[src/hdl/vel_pkg.sv]
`timescale 1ns / 1ps

package vel_pkg;

	localparam int MAX_LENGTH     = 65536;
	localparam int MAX_COMPONENTS = 15;

	localparam int POS_CAP  = ((MAX_LENGTH - 1) > 65535) ? 65535 : (MAX_LENGTH - 1);
	localparam int COMP_LIM = (MAX_COMPONENTS > 15) ? 15 : MAX_COMPONENTS;
	localparam int COMP_CAP = (COMP_LIM < 4) ? 4 : COMP_LIM;

	localparam logic [15:0] POS_LIMIT   = 16'(POS_CAP);
	localparam logic [3:0]  PARTS_LIMIT = 4'(COMP_CAP);
	localparam logic [15:0] LINE_LIMIT  = 16'hFFFF;
	localparam logic [3:0]  VER_PARTS   = 4'd3;

	localparam logic [2:0] KIND_VAR   = 3'd0;
	localparam logic [2:0] KIND_VER   = 3'd1;
	localparam logic [2:0] KIND_OP    = 3'd2;
	localparam logic [2:0] KIND_GROUP = 3'd3;
	localparam logic [2:0] KIND_ERR   = 3'd4;
	localparam logic [2:0] KIND_END   = 3'd5;

	localparam logic [2:0] OP_GE    = 3'd0;
	localparam logic [2:0] OP_LE    = 3'd1;
	localparam logic [2:0] OP_GT    = 3'd2;
	localparam logic [2:0] OP_LT    = 3'd3;
	localparam logic [2:0] OP_NE    = 3'd4;
	localparam logic [2:0] OP_EQ    = 3'd5;
	localparam logic [2:0] OP_AND   = 3'd6;
	localparam logic [2:0] OP_OR    = 3'd7;
	localparam logic [2:0] OP_NONE  = 3'd0;
	localparam logic [2:0] GRP_OPEN  = 3'd0;
	localparam logic [2:0] GRP_CLOSE = 3'd1;

	localparam logic [1:0] ERR_NONE      = 2'd0;
	localparam logic [1:0] ERR_INVALID   = 2'd0;
	localparam logic [1:0] ERR_PARTS     = 2'd1;
	localparam logic [1:0] ERR_TRUNCATED = 2'd2;

	typedef enum logic [2:0] {
		ST_START     = 3'd0,
		ST_VARIABLE  = 3'd1,
		ST_DIGIT     = 3'd2,
		ST_STOP      = 3'd3,
		ST_SEPARATOR = 3'd4,
		ST_COMPARE   = 3'd5,
		ST_LOGICAL   = 3'd6,
		ST_EQUALITY  = 3'd7
	} lex_state_t;

	typedef struct packed {
		lex_state_t  st;
		logic [15:0] tok_begin;
		logic [3:0]  parts;
		logic [7:0]  pend;
		logic [15:0] pos;
		logic [15:0] line;
		logic [15:0] col;
	} ctx_t;

	localparam ctx_t CTX_RESET = '{
		st:        ST_START,
		tok_begin: 16'd0,
		parts:     4'd0,
		pend:      8'd0,
		pos:       16'd0,
		line:      16'd1,
		col:       16'd1
	};

	typedef struct packed {
		logic [2:0]  kind;
		logic [2:0]  op;
		logic [15:0] start_offset;
		logic [15:0] end_offset;
		logic [1:0]  err_code;
		logic [3:0]  comp;
		logic [15:0] line;
		logic [15:0] col;
		logic        last;
	} res_t;

endpackage

[src/hdl/vel_step.sv]
`timescale 1ns / 1ps

module vel_step (
	input  vel_pkg::ctx_t cur,
	input  logic [7:0]    ch,
	output vel_pkg::ctx_t nxt,
	output vel_pkg::res_t res0,
	output vel_pkg::res_t res1,
	output logic [1:0]    res_cnt
);
	import vel_pkg::*;

	localparam logic [7:0] CH_NUL    = 8'h00;
	localparam logic [7:0] CH_TAB    = 8'h09;
	localparam logic [7:0] CH_LF     = 8'h0A;
	localparam logic [7:0] CH_CR     = 8'h0D;
	localparam logic [7:0] CH_SPACE  = 8'h20;
	localparam logic [7:0] CH_BANG   = 8'h21;
	localparam logic [7:0] CH_AMP    = 8'h26;
	localparam logic [7:0] CH_LPAREN = 8'h28;
	localparam logic [7:0] CH_RPAREN = 8'h29;
	localparam logic [7:0] CH_DOT    = 8'h2E;
	localparam logic [7:0] CH_ZERO   = 8'h30;
	localparam logic [7:0] CH_NINE   = 8'h39;
	localparam logic [7:0] CH_LT     = 8'h3C;
	localparam logic [7:0] CH_EQ     = 8'h3D;
	localparam logic [7:0] CH_GT     = 8'h3E;
	localparam logic [7:0] CH_UP_A   = 8'h41;
	localparam logic [7:0] CH_UP_Z   = 8'h5A;
	localparam logic [7:0] CH_US     = 8'h5F;
	localparam logic [7:0] CH_LO_A   = 8'h61;
	localparam logic [7:0] CH_LO_Z   = 8'h7A;
	localparam logic [7:0] CH_BAR    = 8'h7C;

	logic        c_zero, is_sp, is_al, is_dg, is_us, is_dot, is_eq, is_paren, is_opch;
	logic        ident, sep_ok, start_fail;
	logic        in_start, in_var, in_digit, in_stop, in_cmp, in_log, in_equ;
	logic        var_close, ver_close, num_end, log_match, rescan;
	logic        pre_v, grp_v, err_v, end_v;
	logic [1:0]  err_code;
	logic [15:0] prev;
	res_t        pre, grp, err, fin;

	assign c_zero   = (ch == CH_NUL);
	assign is_sp    = (ch == CH_SPACE) || (ch >= CH_TAB && ch <= CH_CR);
	assign is_al    = (ch >= CH_LO_A && ch <= CH_LO_Z) || (ch >= CH_UP_A && ch <= CH_UP_Z);
	assign is_dg    = (ch >= CH_ZERO && ch <= CH_NINE);
	assign is_us    = (ch == CH_US);
	assign is_dot   = (ch == CH_DOT);
	assign is_eq    = (ch == CH_EQ);
	assign is_paren = (ch == CH_LPAREN) || (ch == CH_RPAREN);
	assign is_opch  = is_paren || is_eq || (ch == CH_GT) || (ch == CH_LT) ||
			(ch == CH_AMP) || (ch == CH_BAR) || (ch == CH_BANG);
	assign ident      = is_al || is_dg || is_us;
	assign sep_ok     = c_zero || is_sp || is_opch;
	assign start_fail = !(sep_ok || is_al || is_us || is_dg);

	assign in_start = (cur.st == ST_START) || (cur.st == ST_SEPARATOR);
	assign in_var   = (cur.st == ST_VARIABLE);
	assign in_digit = (cur.st == ST_DIGIT);
	assign in_stop  = (cur.st == ST_STOP);
	assign in_cmp   = (cur.st == ST_COMPARE);
	assign in_log   = (cur.st == ST_LOGICAL);
	assign in_equ   = (cur.st == ST_EQUALITY);

	assign prev      = (cur.pos != 16'd0) ? cur.pos - 16'd1 : 16'd0;
	assign num_end   = in_digit && !is_dg && !is_dot;
	assign var_close = in_var && !ident;
	assign ver_close = num_end && (cur.parts == VER_PARTS);
	assign log_match = (ch == cur.pend) && ((ch == CH_AMP) || (ch == CH_BAR));
	assign rescan    = in_start || ((var_close || ver_close) && sep_ok) ||
			(in_cmp && !is_eq);

	assign pre_v = var_close || ver_close || in_cmp || (in_log && log_match) ||
			(in_equ && is_eq);
	assign grp_v = rescan && is_paren;
	assign err_v = (rescan && start_fail) || (var_close && !sep_ok) ||
			(num_end && ((cur.parts != VER_PARTS) || !sep_ok)) ||
			(in_stop && !is_dg) || (in_log && !log_match) || (in_equ && !is_eq);
	assign end_v = c_zero && !err_v;

	always_comb begin
		if (num_end && (cur.parts != VER_PARTS)) begin
			err_code = ERR_PARTS;
		end else if ((in_log || in_equ) && c_zero) begin
			err_code = ERR_TRUNCATED;
		end else begin
			err_code = ERR_INVALID;
		end
	end

	always_comb begin
		pre = '0;
		pre.start_offset = cur.tok_begin;
		pre.end_offset   = cur.pos;
		case (cur.st)
			ST_VARIABLE: begin
				pre.kind       = KIND_VAR;
				pre.end_offset = prev;
			end
			ST_DIGIT: begin
				pre.kind       = KIND_VER;
				pre.end_offset = prev;
			end
			ST_COMPARE: begin
				pre.kind = KIND_OP;
				if (is_eq) begin
					pre.op = (cur.pend == CH_GT) ? OP_GE : OP_LE;
				end else begin
					pre.op         = (cur.pend == CH_GT) ? OP_GT : OP_LT;
					pre.end_offset = cur.tok_begin;
				end
			end
			ST_LOGICAL: begin
				pre.kind = KIND_OP;
				pre.op   = (ch == CH_AMP) ? OP_AND : OP_OR;
			end
			ST_EQUALITY: begin
				pre.kind = KIND_OP;
				pre.op   = (cur.pend == CH_BANG) ? OP_NE : OP_EQ;
			end
			default: begin
				pre.kind = KIND_VAR;
			end
		endcase

		grp = '0;
		grp.kind         = KIND_GROUP;
		grp.op           = (ch == CH_RPAREN) ? GRP_CLOSE : GRP_OPEN;
		grp.start_offset = cur.pos;
		grp.end_offset   = cur.pos;

		err = '0;
		err.kind         = KIND_ERR;
		err.op           = OP_NONE;
		err.start_offset = cur.pos;
		err.end_offset   = cur.pos;
		err.err_code     = err_code;
		err.comp         = (err_code == ERR_PARTS) ? cur.parts : 4'd0;
		err.line         = cur.line;
		err.col          = cur.col;

		fin = '0;
		fin.kind         = KIND_END;
		fin.err_code     = ERR_NONE;
		fin.start_offset = cur.pos;
		fin.end_offset   = cur.pos;

		res0 = pre_v ? pre : grp_v ? grp : err_v ? err : fin;
		res1 = grp_v ? grp : err_v ? err : fin;
		res_cnt = 2'(pre_v) + 2'(grp_v) + 2'(err_v) + 2'(end_v);
		res0.last = (res_cnt == 2'd1);
		res1.last = 1'b1;
	end

	always_comb begin
		nxt = cur;
		if (err_v || end_v) begin
			nxt = CTX_RESET;
		end else begin
			case (cur.st)
				ST_DIGIT: begin
					if (is_dot) begin
						nxt.st = ST_STOP;
						if (cur.parts < PARTS_LIMIT) begin
							nxt.parts = cur.parts + 4'd1;
						end
					end else if (!is_dg) begin
						nxt.parts = 4'd0;
					end
				end
				ST_STOP: begin
					nxt.st = ST_DIGIT;
				end
				ST_COMPARE, ST_LOGICAL, ST_EQUALITY: begin
					nxt.st = ST_START;
				end
				default: begin
					nxt.st = cur.st;
				end
			endcase
			if (rescan) begin
				nxt.st = ST_START;
				if (is_al || is_us) begin
					nxt.st        = ST_VARIABLE;
					nxt.tok_begin = cur.pos;
				end else if (is_dg) begin
					nxt.st        = ST_DIGIT;
					nxt.tok_begin = cur.pos;
					nxt.parts     = 4'd1;
				end else if (is_opch && !is_paren) begin
					nxt.tok_begin = cur.pos;
					nxt.pend      = ch;
					if ((ch == CH_GT) || (ch == CH_LT)) begin
						nxt.st = ST_COMPARE;
					end else if ((ch == CH_AMP) || (ch == CH_BAR)) begin
						nxt.st = ST_LOGICAL;
					end else begin
						nxt.st = ST_EQUALITY;
					end
				end
			end
			if (ch == CH_LF) begin
				if (cur.line < LINE_LIMIT) begin
					nxt.line = cur.line + 16'd1;
				end
				nxt.col = 16'd1;
			end else if (cur.col < LINE_LIMIT) begin
				nxt.col = cur.col + 16'd1;
			end
			if (cur.pos < POS_LIMIT) begin
				nxt.pos = cur.pos + 16'd1;
			end
		end
	end

endmodule

[src/hdl/vel_out_buf.sv]
`timescale 1ns / 1ps

module vel_out_buf (
	input  logic          clk,
	input  logic          arst_n,
	input  logic          load,
	input  logic [1:0]    cnt_in,
	input  vel_pkg::res_t r0,
	input  vel_pkg::res_t r1,
	input  logic          stall,
	output logic          valid,
	output logic          free,
	output vel_pkg::res_t head
);
	import vel_pkg::*;

	res_t       slot0_q, slot1_q;
	logic [1:0] cnt_q;
	logic       pop;

	assign valid = (cnt_q != 2'd0);
	assign pop   = valid && !stall;
	assign free  = (cnt_q == 2'd0) || ((cnt_q == 2'd1) && pop);
	assign head  = slot0_q;

	always_ff @(posedge clk or negedge arst_n) begin
		if (!arst_n) begin
			cnt_q <= 2'd0;
		end else if (load) begin
			cnt_q <= cnt_in;
		end else if (pop) begin
			cnt_q <= cnt_q - 2'd1;
		end
	end

	always_ff @(posedge clk) begin
		if (load) begin
			slot0_q <= r0;
			slot1_q <= r1;
		end else if (pop) begin
			slot0_q <= slot1_q;
		end
	end

endmodule

[src/hdl/version_expression_lexer.sv]
`timescale 1ns / 1ps
// Version expression lexer.
// Input channel: char_valid / char_stall carry one ASCII byte per word on
// char_code; a zero byte ends the expression. Output channel: result_valid /
// result_stall carry one token, error or end-of-input word per cycle on the
// result_* and related ports; last_of_run marks the final word of a byte.
// A byte is registered in the input register, then lexed combinationally
// and loaded into a two-entry output buffer once the buffer is free.
// Throughput is one byte per cycle while each byte gives at most one word
// and the receiver does not stall; a byte that gives two words holds the
// input while the buffer drains its second entry.
// An error or end of input emits a final word and returns the lexer to its
// start position (offset 0, line 1, column 1) for the next expression.
// When the receiver stalls, the output word holds and the input register
// stalls the sender unless the buffer is empty or popping its last word.
// Reset empties both registers and returns the lexer to its start position.

module version_expression_lexer (
	input  logic        clk,
	input  logic        arst_n,
	input  logic        char_valid,
	output logic        char_stall,
	input  logic [7:0]  char_code,
	output logic        result_valid,
	input  logic        result_stall,
	output logic [2:0]  result_kind,
	output logic [2:0]  op_code,
	output logic [15:0] start_offset,
	output logic [15:0] end_offset,
	output logic [1:0]  error_code,
	output logic [3:0]  component_count,
	output logic [15:0] error_line,
	output logic [15:0] error_column,
	output logic        last_of_run
);
	import vel_pkg::*;

	logic       valid_s1;
	logic [7:0] char_s1;
	ctx_t       ctx_q, ctx_nxt;
	res_t       res0, res1, head;
	logic [1:0] res_cnt;
	logic       free, advance;

	assign advance    = valid_s1 && free;
	assign char_stall = valid_s1 && !free;

	always_ff @(posedge clk or negedge arst_n) begin
		if (!arst_n) begin
			valid_s1 <= 1'b0;
		end else if (!char_stall) begin
			valid_s1 <= char_valid;
		end
	end

	always_ff @(posedge clk) begin
		if (char_valid && !char_stall) begin
			char_s1 <= char_code;
		end
	end

	always_ff @(posedge clk or negedge arst_n) begin
		if (!arst_n) begin
			ctx_q <= CTX_RESET;
		end else if (advance) begin
			ctx_q <= ctx_nxt;
		end
	end

	vel_step u_step (
		.cur     (ctx_q),
		.ch      (char_s1),
		.nxt     (ctx_nxt),
		.res0    (res0),
		.res1    (res1),
		.res_cnt (res_cnt)
	);

	vel_out_buf u_out_buf (
		.clk    (clk),
		.arst_n (arst_n),
		.load   (advance),
		.cnt_in (res_cnt),
		.r0     (res0),
		.r1     (res1),
		.stall  (result_stall),
		.valid  (result_valid),
		.free   (free),
		.head   (head)
	);

	assign result_kind     = head.kind;
	assign op_code         = head.op;
	assign start_offset    = head.start_offset;
	assign end_offset      = head.end_offset;
	assign error_code      = head.err_code;
	assign component_count = head.comp;
	assign error_line      = head.line;
	assign error_column    = head.col;
	assign last_of_run     = head.last;

endmodule

[config.mk]
export PLATFORM = sky130hd
export DESIGN_NAME = version_expression_lexer
export DESIGN_NICKNAME = d
export VERILOG_FILES = /design/src/hdl/vel_pkg.sv /design/src/hdl/vel_step.sv /design/src/hdl/vel_out_buf.sv /design/src/hdl/version_expression_lexer.sv
export SDC_FILE = /design/constraint.sdc
export NUM_CORES = 1
export LEC_CHECK = 0
export ABC_CLOCK_PERIOD_IN_PS = 4000
export BUFFER_PORTS_ARGS = -buffer_cell sky130_fd_sc_hd__buf_4
export CAP_MARGIN = 5
export CORE_UTILIZATION = 35
export CTS_CLUSTER_DIAMETER = 200
export DETAILED_ROUTE_END_ITERATION = 8
export SETUP_SLACK_MARGIN = 0.2
export SYNTH_ARGS = -nofsm -noshare
export SYNTH_HDL_FRONTEND = slang
export SYNTH_HIERARCHICAL = 1
export SYNTH_SLANG_ARGS = --single-unit
export TNS_END_PERCENT = 50
[constraint.sdc]
create_clock -name clk -period 4 [get_ports clk]
set_input_delay 0.4 -clock clk [delete_from_list [all_inputs] [get_ports clk]]
set_output_delay 0.4 -clock clk [all_outputs]
set_load 0.01 [all_outputs]
-- Word-level counts from Yosys, hierarchy flattened
Cells that the tools add are included.
- $mul: 0
- shift-type cells: 0
- equal/unequal tests: 30
- reduce and logical (&&, ||, !) cells: 98
- $add $sub $neg: 9
- bitwise operators: 0
- magnitude comparators: 12
- div/mod/pow operators: 0
- mux-type cells: 43
- operators by type and width (operator ; number):
    2-to-1 mux 77 bit ; 4
    2-to-1 mux 16 bit ; 7
    equality test 8 x 6 -> 1 bit, second input constant ; 11
    2-to-1 mux 79 bit ; 1
    2-to-1 mux 75 bit ; 1
    2-to-1 mux 19 bit ; 3
    adder 16 x 1 -> 16 bit, second input constant ; 3
    < comparator 16 bit, second input constant ; 3
    logical OR 1 bit ; 35
    case mux 16 bit (2 select lines) ; 1
    2-to-1 mux 31 bit ; 1
    logical AND 1 bit ; 29
    2-to-1 mux 4 bit ; 6
    case mux 3 bit (3 select lines) ; 2
    equality test 8 x 7 -> 1 bit, second input constant ; 2
    >= comparator 8 x 7 -> 1 bit, second input constant ; 2
    <= comparator 8 x 7 -> 1 bit, second input constant ; 2
    2-to-1 mux 8 bit ; 2
    nonzero test 16 bit ; 1
    subtractor 16 x 1 -> 16 bit, second input constant ; 1
    nonzero test 2 bit ; 7
    equality test 3 bit, second input constant ; 4
    logical NOT 1 bit ; 12
    2-to-1 mux 12 bit ; 1
    other kinds (34) ; 51
- memory bits (read-only): 0
- bits in writable memories: 0
- logic and storage cells: 219
- input port bits: 12
- memories kept: 0
- register bits: 243
- latch bits: 0

-- Longest topological paths before layout
- depth in word-level cells: 24
- depth in mapped cells: 16

-- Cells and area by module
The synthesis kept the hierarchy.
- modules (own cells, without submodules) (module ; seq. area each (um^2) ; times used ; area an instance (um^2) ; cells each):
    vel_out_buf ; 4674.5 ; 1 ; 6107.1 ; 258
    vel_step ; 0.0 ; 1 ; 4307.9 ; 685
    version_expression_lexer ; 2244.7 ; 1 ; 3643.5 ; 181

-- Worst setup path after synthesis
No wires, ideal clock.
- kind: flip-flop to flip-flop
- start: register char_s1[7]
- end: register u_out_buf.slot0_q, in the netlist u_out_buf/head[0] (data pin)
- arrival: 3.350 ns
- path slack: 0.389 ns
- library setup time: 0.260 ns
- required time: 3.740 ns
- cell stages (with the launch flop): 16
- clock period less this slack: 3.611 ns
- cell sequence: edfxtp_1 or3_1 buf_2 nor3_1 o2111ai_1 o21ai_0 nand2_1 nand3_1 inv_2 clkbuf_1 fa_1 inv_1 ha_1 xnor2_1 nor2b_1 mux2_4
- RTL lines (element ; line ; RTL):
    start: declaration ; version_expression_lexer.sv:39 ; logic [7:0] char_s1;
    start signal: assignment ; version_expression_lexer.sv:58 ; char_s1 <= char_code;
    end signal: assignment ; vel_out_buf.sv:38 ; slot0_q <= r0;
    end signal: assignment ; vel_out_buf.sv:41 ; slot0_q <= slot1_q;
    end: declaration ; vel_out_buf.sv:17 ; res_t slot0_q, slot1_q;

==> results.cfg <==
[global_routing]
grt_max_degree = 145
grt_use_total_pct = 14.0
grt_pass1_vias = 8392
grt_overflow = 0
grt_pass1_wl_um = 46500
antenna_found_initial = 0

[detailed_routing]
viasPerCell = 5.06
drc = 0
first_pass_iters = 5
wl_per_cell_um = 17.2
drtIter0Drc = 557
ant_nets = 0
vias = 8634
wirelength_um = 29300

[critical_path]
critPathCaptureType = flip-flop
regToRegSetupSlack_ns = 0.40
arrival_ns = 3.91
reg2reg_depth = 11
cp_max_fo = 13
startpoint_type = flip-flop
cp.required_ns = 4.31
path_class = reg -> reg

[yosys]
synth.avg_cell_area_um2 = 12.5
synth.distinct_cells = 78
seq_area_frac_synth_pct = 49.2
synth_flop_cell = edfxtp_1
synth_area_um2 = 14100
yosys.area.top_type_share_pct = 34.6
async_flop_share_pct = 33.6
synth_cells = 1124
ys_warn_count = 6
synth_edf_count = 162
synth-seq-cells = 244
synthTopCellsByArea = edfxtp_1 (35%), mux2_4 (17%), dfrtp_1 (14%)
yosysTopAreaCell = edfxtp_1

[power]
finalPower_mw = 11.0
power_density_nw_per_um2 = 699
p_comb_share_pct = 39.2
p_int_mw = 7.23
switching_power_mw = 3.76
p_leak_nw = 6.58
ir_drop_uv = 659
swShare_pct = 34.2
clockPowerShare_pct = 22.9
seqPwrFrac_pct = 37.9

[sta]
slew_viol_final = 0
fin_skew_ns = 0.0174
timing.final.crit_share_pct = 90.1
max_freq_mhz = 278
hold_violations = 0
setup_tns_ns = 0
worstMarginPinSlew_ns = 1.06
rsz0062_at_grt = no
finalWorstPathRequiredPeriod_ns = 3.60
setup_violations = 0
slew_headroom_pct = 29.5

[cells_and_area]
antenna-diode-count = 0
layout.nets = 1184
fillerInstances = 3793
final_layout_size_suffix_gt1_share_pct = 30.2
synthToLayoutAreaGrowth_pct = 11.7

[clock_tree]
cts_buffer_depth = 3
h-tree-depth = 1
numCtsBuffers = 27
worstSkewPairLatency_ns = 0.55
cts-root-buf = clkbuf_16
cts.clk_slew.worst_paths_ns = 0.06
cts.sinks = 244
cts_tree = yes

[placement]
gp_congestion = 0.872
dp_hpwl_um = 18700
numPortBuffers = 90

[run]
max_cap_viol_count = 0

[die]
fp.coreArea_um2 = 39600
io_pins = 91
fp.dieArea_um2 = 41000
chipHeight_um = 202
die_w_um = 202
start_util_pct = 35.5
rows = 73

[worst_hold_path]
hold_class = in -> async

[run_status]
outcome = complete, no violations
==> path summary, 6_finish.rpt <==
kind / to / startpoint
max: u_out_buf/head[0] / char_s1[1]
min: ctx_q[64] / arst_n
max reg2reg: u_out_buf/head[0] / char_s1[1]
min reg2reg: u_out_buf/head[1] / u_out_buf/slot1_q[1]
max in group asynchronous: ctx_q[47] / arst_n
min in group clk: char_s1[3] / char_code[3]
==> registers in the layout, indices dropped and copies added, names as in the netlist <==
register           cells
u_out_buf/slot1_q     77
ctx_q                 79
u_out_buf/cnt_q        2
valid_s1               1
char_s1                8
u_out_buf/head        77
==> per-stage QoR <==
stage | util [%] | cells | cell area (um^2) | worst slack, ns | hold slack, ns
global placement | 37.2 | 1653 | 14700 | 0.465 | 0.530
detailed placement | 37.2 | 1653 | 14700 | 0.364 | 0.534
floorplan | - | 1125 | 14100 | 0.389 | 0.104
global route | 39.6 | 1708 | 15700 | 0.207 | 0.00998
finish | 39.6 | 1708 | 15700 | 0.398 | 0.0285
CTS | 39.5 | 1706 | 15700 | 0.359 | 0.000277
==> layout by cell type, fill, tap and decap left out, drive strengths merged, types with 26 or more instances in the layout <==
cell    netlist  routed
mux2i        42      42
dfrtp        80      80
edfxtp      162     162
buf          74     115
o21ai        33      33
nand3        32      32
mux2        174     174
nor2        104     104
nand2        48      48
and3         43      43
and2         42      42
xor2         32      32
nor3         26      26
clkbuf       36      31
==> timing repair <==
action | 4_1_cts | 5_1_grt
resized for setup | 0 | 4
buffers inserted | 0 | 2
hold endpoints to repair | 3 | 0
setup endpoints to repair | 0 | 1
hold buffers | 3 | 0
==> power groups by stage <==
| stage | registers (mW) | clock network, mW | logic, mW |
|---|---|---|---|
| 6_report | 4.17 | 2.51 | 4.30 |
| 5_1_grt | 4.26 | 2.70 | 4.61 |
| 4_1_cts | 4.19 | 2.60 | 4.34 |
| 3_5_place_dp | 4.23 | 0 | 4.33 |
| 3_3_place_gp | 4.21 | 0 | 4.28 |
| 2_1_floorplan | 4.31 | 0 | 3.17 |
==> cells in the mapped netlist, drive strengths merged, types with 13 or more instances <==
cell	n
clkbuf	36
inv	19
nand3	32
a21oi	16
edfxtp	162
mux2i	42
mux2	174
nor4	13
nor2	104
dfrtp	80
and2	42
xor2	32
nand2	48
nor3	26
and3	43
o21ai	33
buf	74
xnor2	14
==> cell type report <==
type,count,area (um^2),area share (%)
inverter,19,71.3,0.454
tap,525,657,4.18
clock buffer,31,701,4.46
multi-input combinational,752,6220,39.6
clock inverter,19,191,1.22
sequential,244,6920,44.1
timing repair buffer,118,943,6.01
==> layer usage <==
metal  track usage [%]  part of all wire, %  wire length (um)  vias to the layer above
met4              4.00                  1.7               493                        0
met1              19.5                   47             13700                     4292
met3              2.31                  4.4              1300                       33
met2              22.5                   47             13800                      181
met5                 0                    0                 0                        -
li1                  -                    -                 -                     4128
==> critical path, stage by stage, from the launching register on <==
cell      delay (ns)
edfxtp_1        0.56
or4_1           0.58
o21ai_1         0.30
o211ai_1        0.23
a22oi_2         0.20
o211ai_1        0.16
fa_1            0.58
inv_1           0.05
ha_1            0.18
xnor2_1         0.21
nor2b_1         0.07
mux2_4          0.25
==> logic make-up (layout without fill, tap and decap cells) <==
group | Yosys count | after routing | synth area share (%)
xor gates and xnor gates | 46 | 46 | 2.87
DFF | 244 | 244 | 49.2
buffers and inverters | 129 | 187 | 6.74
other | 2 | 3 | 0.0534
AOI/OAI and AO/OA | 110 | 110 | 5.45
muxes | 216 | 216 | 21.1
adders and majority gates | 10 | 10 | 0.943
and+or+nand+nor | 367 | 367 | 13.6
Note: power is estimated with default switching activity, not from simulation.
